==> config.mk <==
export PLATFORM = sky130hd
export DESIGN_NAME = three_voice_square_sound
export DESIGN_NICKNAME = d
export VERILOG_FILES = /design/src/hw/rtl/tvss_pkg.sv /design/src/hw/rtl/tvss_voices.sv /design/src/hw/rtl/three_voice_square_sound.sv
export SDC_FILE = /design/constraint.sdc
export NUM_CORES = 1
export LEC_CHECK = 0
export ABC_AREA = 1
export ABC_CLOCK_PERIOD_IN_PS = 3000
export BUFFER_PORTS_ARGS = -buffer_cell sky130_fd_sc_hd__buf_2
export CAP_MARGIN = 20
export CORE_ASPECT_RATIO = 1.4
export CORE_MARGIN = 2
export CORE_UTILIZATION = 35
export CTS_BUF_LIST = sky130_fd_sc_hd__clkbuf_4 sky130_fd_sc_hd__clkbuf_8
export DETAILED_ROUTE_END_ITERATION = 12
export HOLD_SLACK_MARGIN = 0.15
export SKIP_CTS_REPAIR_TIMING = 1
export SYNTH_ARGS = -nofsm -noshare
export SYNTH_HDL_FRONTEND = slang
export SYNTH_SLANG_ARGS = --single-unit
==> constraint.sdc <==
create_clock -name i_clk -period 3 [get_ports i_clk]
set_input_delay 0.45 -clock i_clk [delete_from_list [all_inputs] [get_ports i_clk]]
set_output_delay 0.45 -clock i_clk [all_outputs]
set_load 0.02 [all_outputs]
==> src/hw/rtl/tvss_pkg.sv <==
// Package for the three-voice square sound generator.
// Holds the item type, the voice constants and the mixing function.
// No dependencies.
`default_nettype none

package tvss_pkg;

    localparam int NUM_VOICES  = 3;
    localparam int PERIOD_W    = 6;
    localparam int COUNT_W     = 7;
    localparam int CHANNEL_W   = 2;
    localparam int DATA_W      = 8;
    localparam int SAMPLE_W    = 15;
    localparam int ACC_W       = SAMPLE_W + 1;
    localparam int WEIGHT_SCALE = 256;
    localparam int CTRL_ENABLE_BIT = 1;

    localparam logic [COUNT_W-1:0]   COUNT_LIMIT = COUNT_W'(64);
    localparam logic [CHANNEL_W-1:0] CH_CONTROL  = CHANNEL_W'(3);

    localparam logic signed [ACC_W-1:0] VOICE_WEIGHT [NUM_VOICES] = '{
        ACC_W'(16'h10 * WEIGHT_SCALE),
        ACC_W'(16'h18 * WEIGHT_SCALE),
        ACC_W'(16'h20 * WEIGHT_SCALE)
    };
    localparam logic signed [ACC_W-1:0] MIX_OFFSET =
        ACC_W'((16'h10 + 16'h18 + 16'h20) * (WEIGHT_SCALE / 2));

    typedef enum logic {
        OP_WRITE = 1'b0,
        OP_TICK  = 1'b1
    } t_op;

    typedef struct packed {
        t_op                  op;
        logic [CHANNEL_W-1:0] channel;
        logic [DATA_W-1:0]    write_data;
    } t_item;

    function automatic logic signed [SAMPLE_W-1:0] mix(input logic [NUM_VOICES-1:0] levels);
        logic signed [ACC_W-1:0] acc;
        acc = -MIX_OFFSET;
        for (int v = 0; v < NUM_VOICES; v++) begin
            if (levels[v]) begin
                acc = acc + VOICE_WEIGHT[v];
            end
        end
        return acc[SAMPLE_W-1:0];
    endfunction

endpackage

`default_nettype wire

==> src/hw/rtl/tvss_voices.sv <==
// Voice state of the square sound generator: periods, counters, levels,
// control byte and the mixed sample. Uses tvss_pkg.
`default_nettype none

module tvss_voices (
    input  wire logic                              i_clk,
    input  wire logic                              i_rst_n,
    input  wire logic                              i_accept,
    input  wire tvss_pkg::t_item                   i_item,
    output logic signed [tvss_pkg::SAMPLE_W-1:0]   o_sample
);

    logic [tvss_pkg::PERIOD_W-1:0] r_period [tvss_pkg::NUM_VOICES];
    logic [tvss_pkg::PERIOD_W-1:0] n_period [tvss_pkg::NUM_VOICES];
    logic [tvss_pkg::COUNT_W-1:0]  r_count  [tvss_pkg::NUM_VOICES];
    logic [tvss_pkg::COUNT_W-1:0]  n_count  [tvss_pkg::NUM_VOICES];
    logic [tvss_pkg::NUM_VOICES-1:0] r_level, n_level;
    logic [tvss_pkg::DATA_W-1:0]   r_control, n_control;
    logic signed [tvss_pkg::SAMPLE_W-1:0] r_sample, n_sample;

    always_comb begin
        logic [tvss_pkg::PERIOD_W-1:0] per;
        logic [tvss_pkg::COUNT_W-1:0]  cnt;
        n_period  = r_period;
        n_count   = r_count;
        n_level   = r_level;
        n_control = r_control;
        n_sample  = r_sample;
        per = '0;
        cnt = '0;
        for (int v = 0; v < tvss_pkg::NUM_VOICES; v++) begin
            if (i_item.op == tvss_pkg::OP_WRITE) begin
                if (i_item.channel == tvss_pkg::CHANNEL_W'(v)) begin
                    per = ~i_item.write_data[tvss_pkg::PERIOD_W-1:0];
                    if (per == '0 && r_period[v] != '0) begin
                        n_level[v] = ~r_level[v];
                    end
                    n_period[v] = per;
                end
            end else begin
                cnt = (r_count[v] < tvss_pkg::COUNT_LIMIT) ? r_count[v] + 1'b1 : r_count[v];
                if (r_period[v] != '0 && cnt >= {1'b0, r_period[v]}) begin
                    n_count[v] = '0;
                    n_level[v] = ~r_level[v];
                end else begin
                    n_count[v] = cnt;
                end
            end
        end
        if (i_item.op == tvss_pkg::OP_WRITE) begin
            if (i_item.channel == tvss_pkg::CH_CONTROL) begin
                n_control = i_item.write_data;
            end
        end else begin
            n_sample = r_control[tvss_pkg::CTRL_ENABLE_BIT] ? tvss_pkg::mix(n_level) : '0;
        end
    end

    always_ff @(posedge i_clk) begin
        if (!i_rst_n) begin
            for (int v = 0; v < tvss_pkg::NUM_VOICES; v++) begin
                r_period[v] <= '0;
                r_count[v]  <= '0;
            end
            r_level   <= '1;
            r_control <= '0;
            r_sample  <= '0;
        end else if (i_accept) begin
            r_period  <= n_period;
            r_count   <= n_count;
            r_level   <= n_level;
            r_control <= n_control;
            r_sample  <= n_sample;
        end
    end

    assign o_sample = n_sample;

endmodule

`default_nettype wire

==> src/hw/rtl/three_voice_square_sound.sv <==
// Three-voice square-wave sound generator. Each item is a port write
// (channels 0-2 load a voice period with the inverted data, channel 3 the
// control byte) or one sound-clock tick, and yields one mixed sample. One
// item is taken every clock cycle while the skid stage is empty; its sample
// is held in an output register, backed by a one-entry skid stage so that
// one more item is taken while the output is stalled. Uses tvss_pkg, tvss_voices.
`default_nettype none

module three_voice_square_sound (
    input  wire logic                                   i_clk,
    input  wire logic                                   i_rst_n,
    input  wire logic                                   i_valid,
    output logic                                        o_stall,
    input  wire logic                                   i_op,
    input  wire logic [tvss_pkg::CHANNEL_W-1:0]         i_channel,
    input  wire logic [tvss_pkg::DATA_W-1:0]            i_write_data,
    output logic                                        o_valid,
    input  wire logic                                   i_stall,
    output logic signed [tvss_pkg::SAMPLE_W-1:0]        o_sample
);

    tvss_pkg::t_item item;
    logic accept, out_take;
    logic signed [tvss_pkg::SAMPLE_W-1:0] new_sample;
    logic r_out_valid, r_skid_valid;
    logic signed [tvss_pkg::SAMPLE_W-1:0] r_out_sample, r_skid_sample;

    assign item.op         = tvss_pkg::t_op'(i_op);
    assign item.channel    = i_channel;
    assign item.write_data = i_write_data;

    assign accept   = i_valid && !r_skid_valid;
    assign out_take = r_out_valid && !i_stall;

    tvss_voices u_voices (
        .i_clk    (i_clk),
        .i_rst_n  (i_rst_n),
        .i_accept (accept),
        .i_item   (item),
        .o_sample (new_sample)
    );

    always_ff @(posedge i_clk) begin
        if (!i_rst_n) begin
            r_out_valid  <= 1'b0;
            r_skid_valid <= 1'b0;
        end else if (r_skid_valid) begin
            if (out_take) begin
                r_out_sample <= r_skid_sample;
                r_skid_valid <= 1'b0;
            end
        end else if (accept) begin
            if (!r_out_valid || out_take) begin
                r_out_sample <= new_sample;
                r_out_valid  <= 1'b1;
            end else begin
                r_skid_sample <= new_sample;
                r_skid_valid  <= 1'b1;
            end
        end else if (out_take) begin
            r_out_valid <= 1'b0;
        end
    end

    assign o_stall  = r_skid_valid;
    assign o_valid  = r_out_valid;
    assign o_sample = r_out_sample;

endmodule

`default_nettype wire

==> impl_metrics.toml <==
[floorplan]
dieArea_um2 = 13700
core-area_um2 = 12400
num_rows = 48
ios = 32
die_h_um = 138
start_util = 0.360
die_x_um = 99.6

[global_routing]
antenna_found_initial = 0
grt_pass1_wl_mm = 15.7
grt_max_degree = 34
grt.overflow.total = 0
grt_pass1_vias = 3502
track_usage = 0.142

[synthesis]
ys_types = 32
synth.mux.area_fraction = 0
synth_top_family_by_area = "simple AND/OR/NAND/NOR gates"
synth_xor_area_frac = 0.0294
synth_nets = 604
synth-seq-area-share = 0.470
synth-edff-count = 30
syn_inst = 566
synth_fa_ha_area_frac = 0.0643
synth-async-reset-ratio = 0
synth-simple-area-share = 0.251
synthFlopType = "dfxtp_1"
synth_area_per_cell_um2 = 7.91
ys_warn_count = 0
synth_seq_cells = 90
syn-cell-area_um2 = 4470
synth-compound-area-share = 0.0976

[placement]
post_dp_cell_area_um2 = 4830
place.gp.congestion = 0.814
dp_hpwl_mm = 6.78
portBuffers = 29
place_ws_ps = -25.0

[worst_setup_path]
start_kind = "flop"
crit_arrival_ps = 2970
cp-end-kind = "flop"
crit_fanout = 4
required_ps = 3120
crit_type = "reg2reg"

[finish]
antennaDiodeCount = 0
fin_util = 0.416
fin_nets = 643
drive_above_1_share = 0.185
syn2layout_area_growth_pct = 15.5
stdcell_area_um2 = 5170

[sta]
rsz0062_at_grt = "yes"
period_needed_ps = 2850
setup_viol = 0
finalSetupTns_ps = 0
maxSlewHeadroom = 0.625
layout_setup_ws_ps = 150
hold_viol = 0
tightest_slew_ps = 561
drv_slew = 0
fmax_mhz = 351
fin_skew_ps = 12.4
fin_crit_sh = 0.950

[cts]
clock-root-buffer = "clkbuf_8"
clkSinkCount = 90
cts-htree-levels = 3
clkTransAtPathRegs_ps = 90
cts-buffers-inserted = 9
insertion_delay_ps = 370
cts_tree = "yes"
clockBufferDepth = 2

[power]
leakage_nw = 2.33
irDropWorstVdd_mv = 0.218
pwr_density_cell_nw_per_um2 = 474

[route]
drtIter0Drc = 144
route.detailed.drc = 0
drtPass1Iterations = 5
routed_wl_mm = 9.26
wl_per_cell_um = 12.2
via_count = 3659
drt-vias-per-instance = 4.81
ant_nets = 0

[outcome]
status = "complete, no violations"

[run]
cap_violations = 0

[hold_path]
hp-class = "in2reg"
[cell usage after synthesis, types with 3 or more instances]
| cell | number | share of area |
|---|---|---|
| nand2_1 | 148 | 0.12 |
| inv_1 | 75 | 0.063 |
| dfxtp_1 | 60 | 0.27 |
| a21oi_1 | 53 | 0.059 |
| nand3_1 | 39 | 0.044 |
| edfxtp_1 | 30 | 0.20 |
| nor2_1 | 30 | 0.025 |
| o21ai_0 | 25 | 0.028 |
| ha_1 | 23 | 0.064 |
| nand4_1 | 11 | 0.015 |
| buf_2 | 9 | 0.010 |
| nand2_2 | 9 | 0.013 |
| xor2_1 | 9 | 0.018 |
| clkbuf_1 | 8 | 0.0067 |
| xnor2_1 | 6 | 0.012 |
| inv_2 | 4 | 0.0034 |
| nand3_2 | 4 | 0.0089 |
| nand3b_1 | 3 | 0.0050 |
| o21ai_1 | 3 | 0.0034 |
[state kept, by name (all words and copies together) (netlist names)]
register            flops
u_voices.r_level        3
u_voices.r_count       21
o_valid                 1
u_voices.r_control      1
u_voices.r_period      18
o_stall                 1
u_voices.r_sample      15
o_sample               15
r_skid_sample          15
[placed cells by master (no fill, tap or decap), drive strengths merged]
master and instances:
a211oi 1, a21oi 53, a31oi 1, and3 1, buf 47, clkbuf 10, clkinv 1, clkinvlp 1
dfxtp 60, edfxtp 30, ha 23, inv 84, nand2 158, nand3 43, nand3b 3, nand4 11
nor2 33, nor3 2, nor4 2, o21ai 30, or2 1, xnor2 6, xor2 9
[worst max-delay path, cell delays in order (launching register included)]
cell and delay [ps]:
dfxtp_4 390, ha_4 150, nand4_1 140, xnor2_2 190, ha_1 300, nand2_1 60
nand2_1 60, nand4_1 90, nand2_1 80, inv_1 50, nand3_2 70, nand3_2 80
nand2_2 120, nand2_4 70, nand2_4 60, inv_2 50, ha_4 230, nand3b_1 180
nand3_2 90, nand2_2 50, nand2_1 50, nand2_1 50
[cell type report]
type                    count  area [um2]
fillers                  1266        7260
flip-flops and latches     90        2120
multi-input cells         377        2090
inverters                  80         302
repair buffers             47         280
well taps                 150         188
clock buffers              10         138
clock inverters             6        53.8
[routing by layer]
layer	up-vias	global-route usage	share of wire
met2	64	0.256	0.50
met5	-	0	0
met3	14	0.0188	0.029
li1	1908	-	-
met4	0	0.0594	0.018
met1	1673	0.169	0.46
[worst paths after layout]
check / cells after the start / end / slack (ps) / startpoint
worst max register to register: 21 / o_sample[13] / 150 / u_voices.r_count[14]
worst max-delay path: 21 / o_sample[13] / 150 / u_voices.r_count[14]
worst min-delay path: 3 / u_voices.r_control[1] / 390 / i_write_data[1]
worst min register to register: 2 / u_voices.r_sample[6] / 460 / u_voices.r_sample[6]
[where the power goes]
group | internal [mW] | total [mW] | switching (mW)
Sequential | 1.29 | 1.31 | 0.0223
Clock | 0.341 | 0.801 | 0.460
Combinational | 0.124 | 0.339 | 0.215
[cells by family after synthesis]
family / Yosys count
compound gates: 85
fa+ha+maj: 23
simple gates: 254
xor+xnor: 15
flops: 90
buf+inv: 99
[through the flow]
stage / power (mW) / cells / hold WS [ps]
global placement: 1.65 / 741 / 443
CTS: 2.46 / 757 / 383
detailed placement: 1.66 / 741 / 446
finish: 2.45 / 760 / 395
global route: 2.58 / 760 / 416
floorplan: 1.56 / 566 / 433
(Power assumes the default switching activity.)
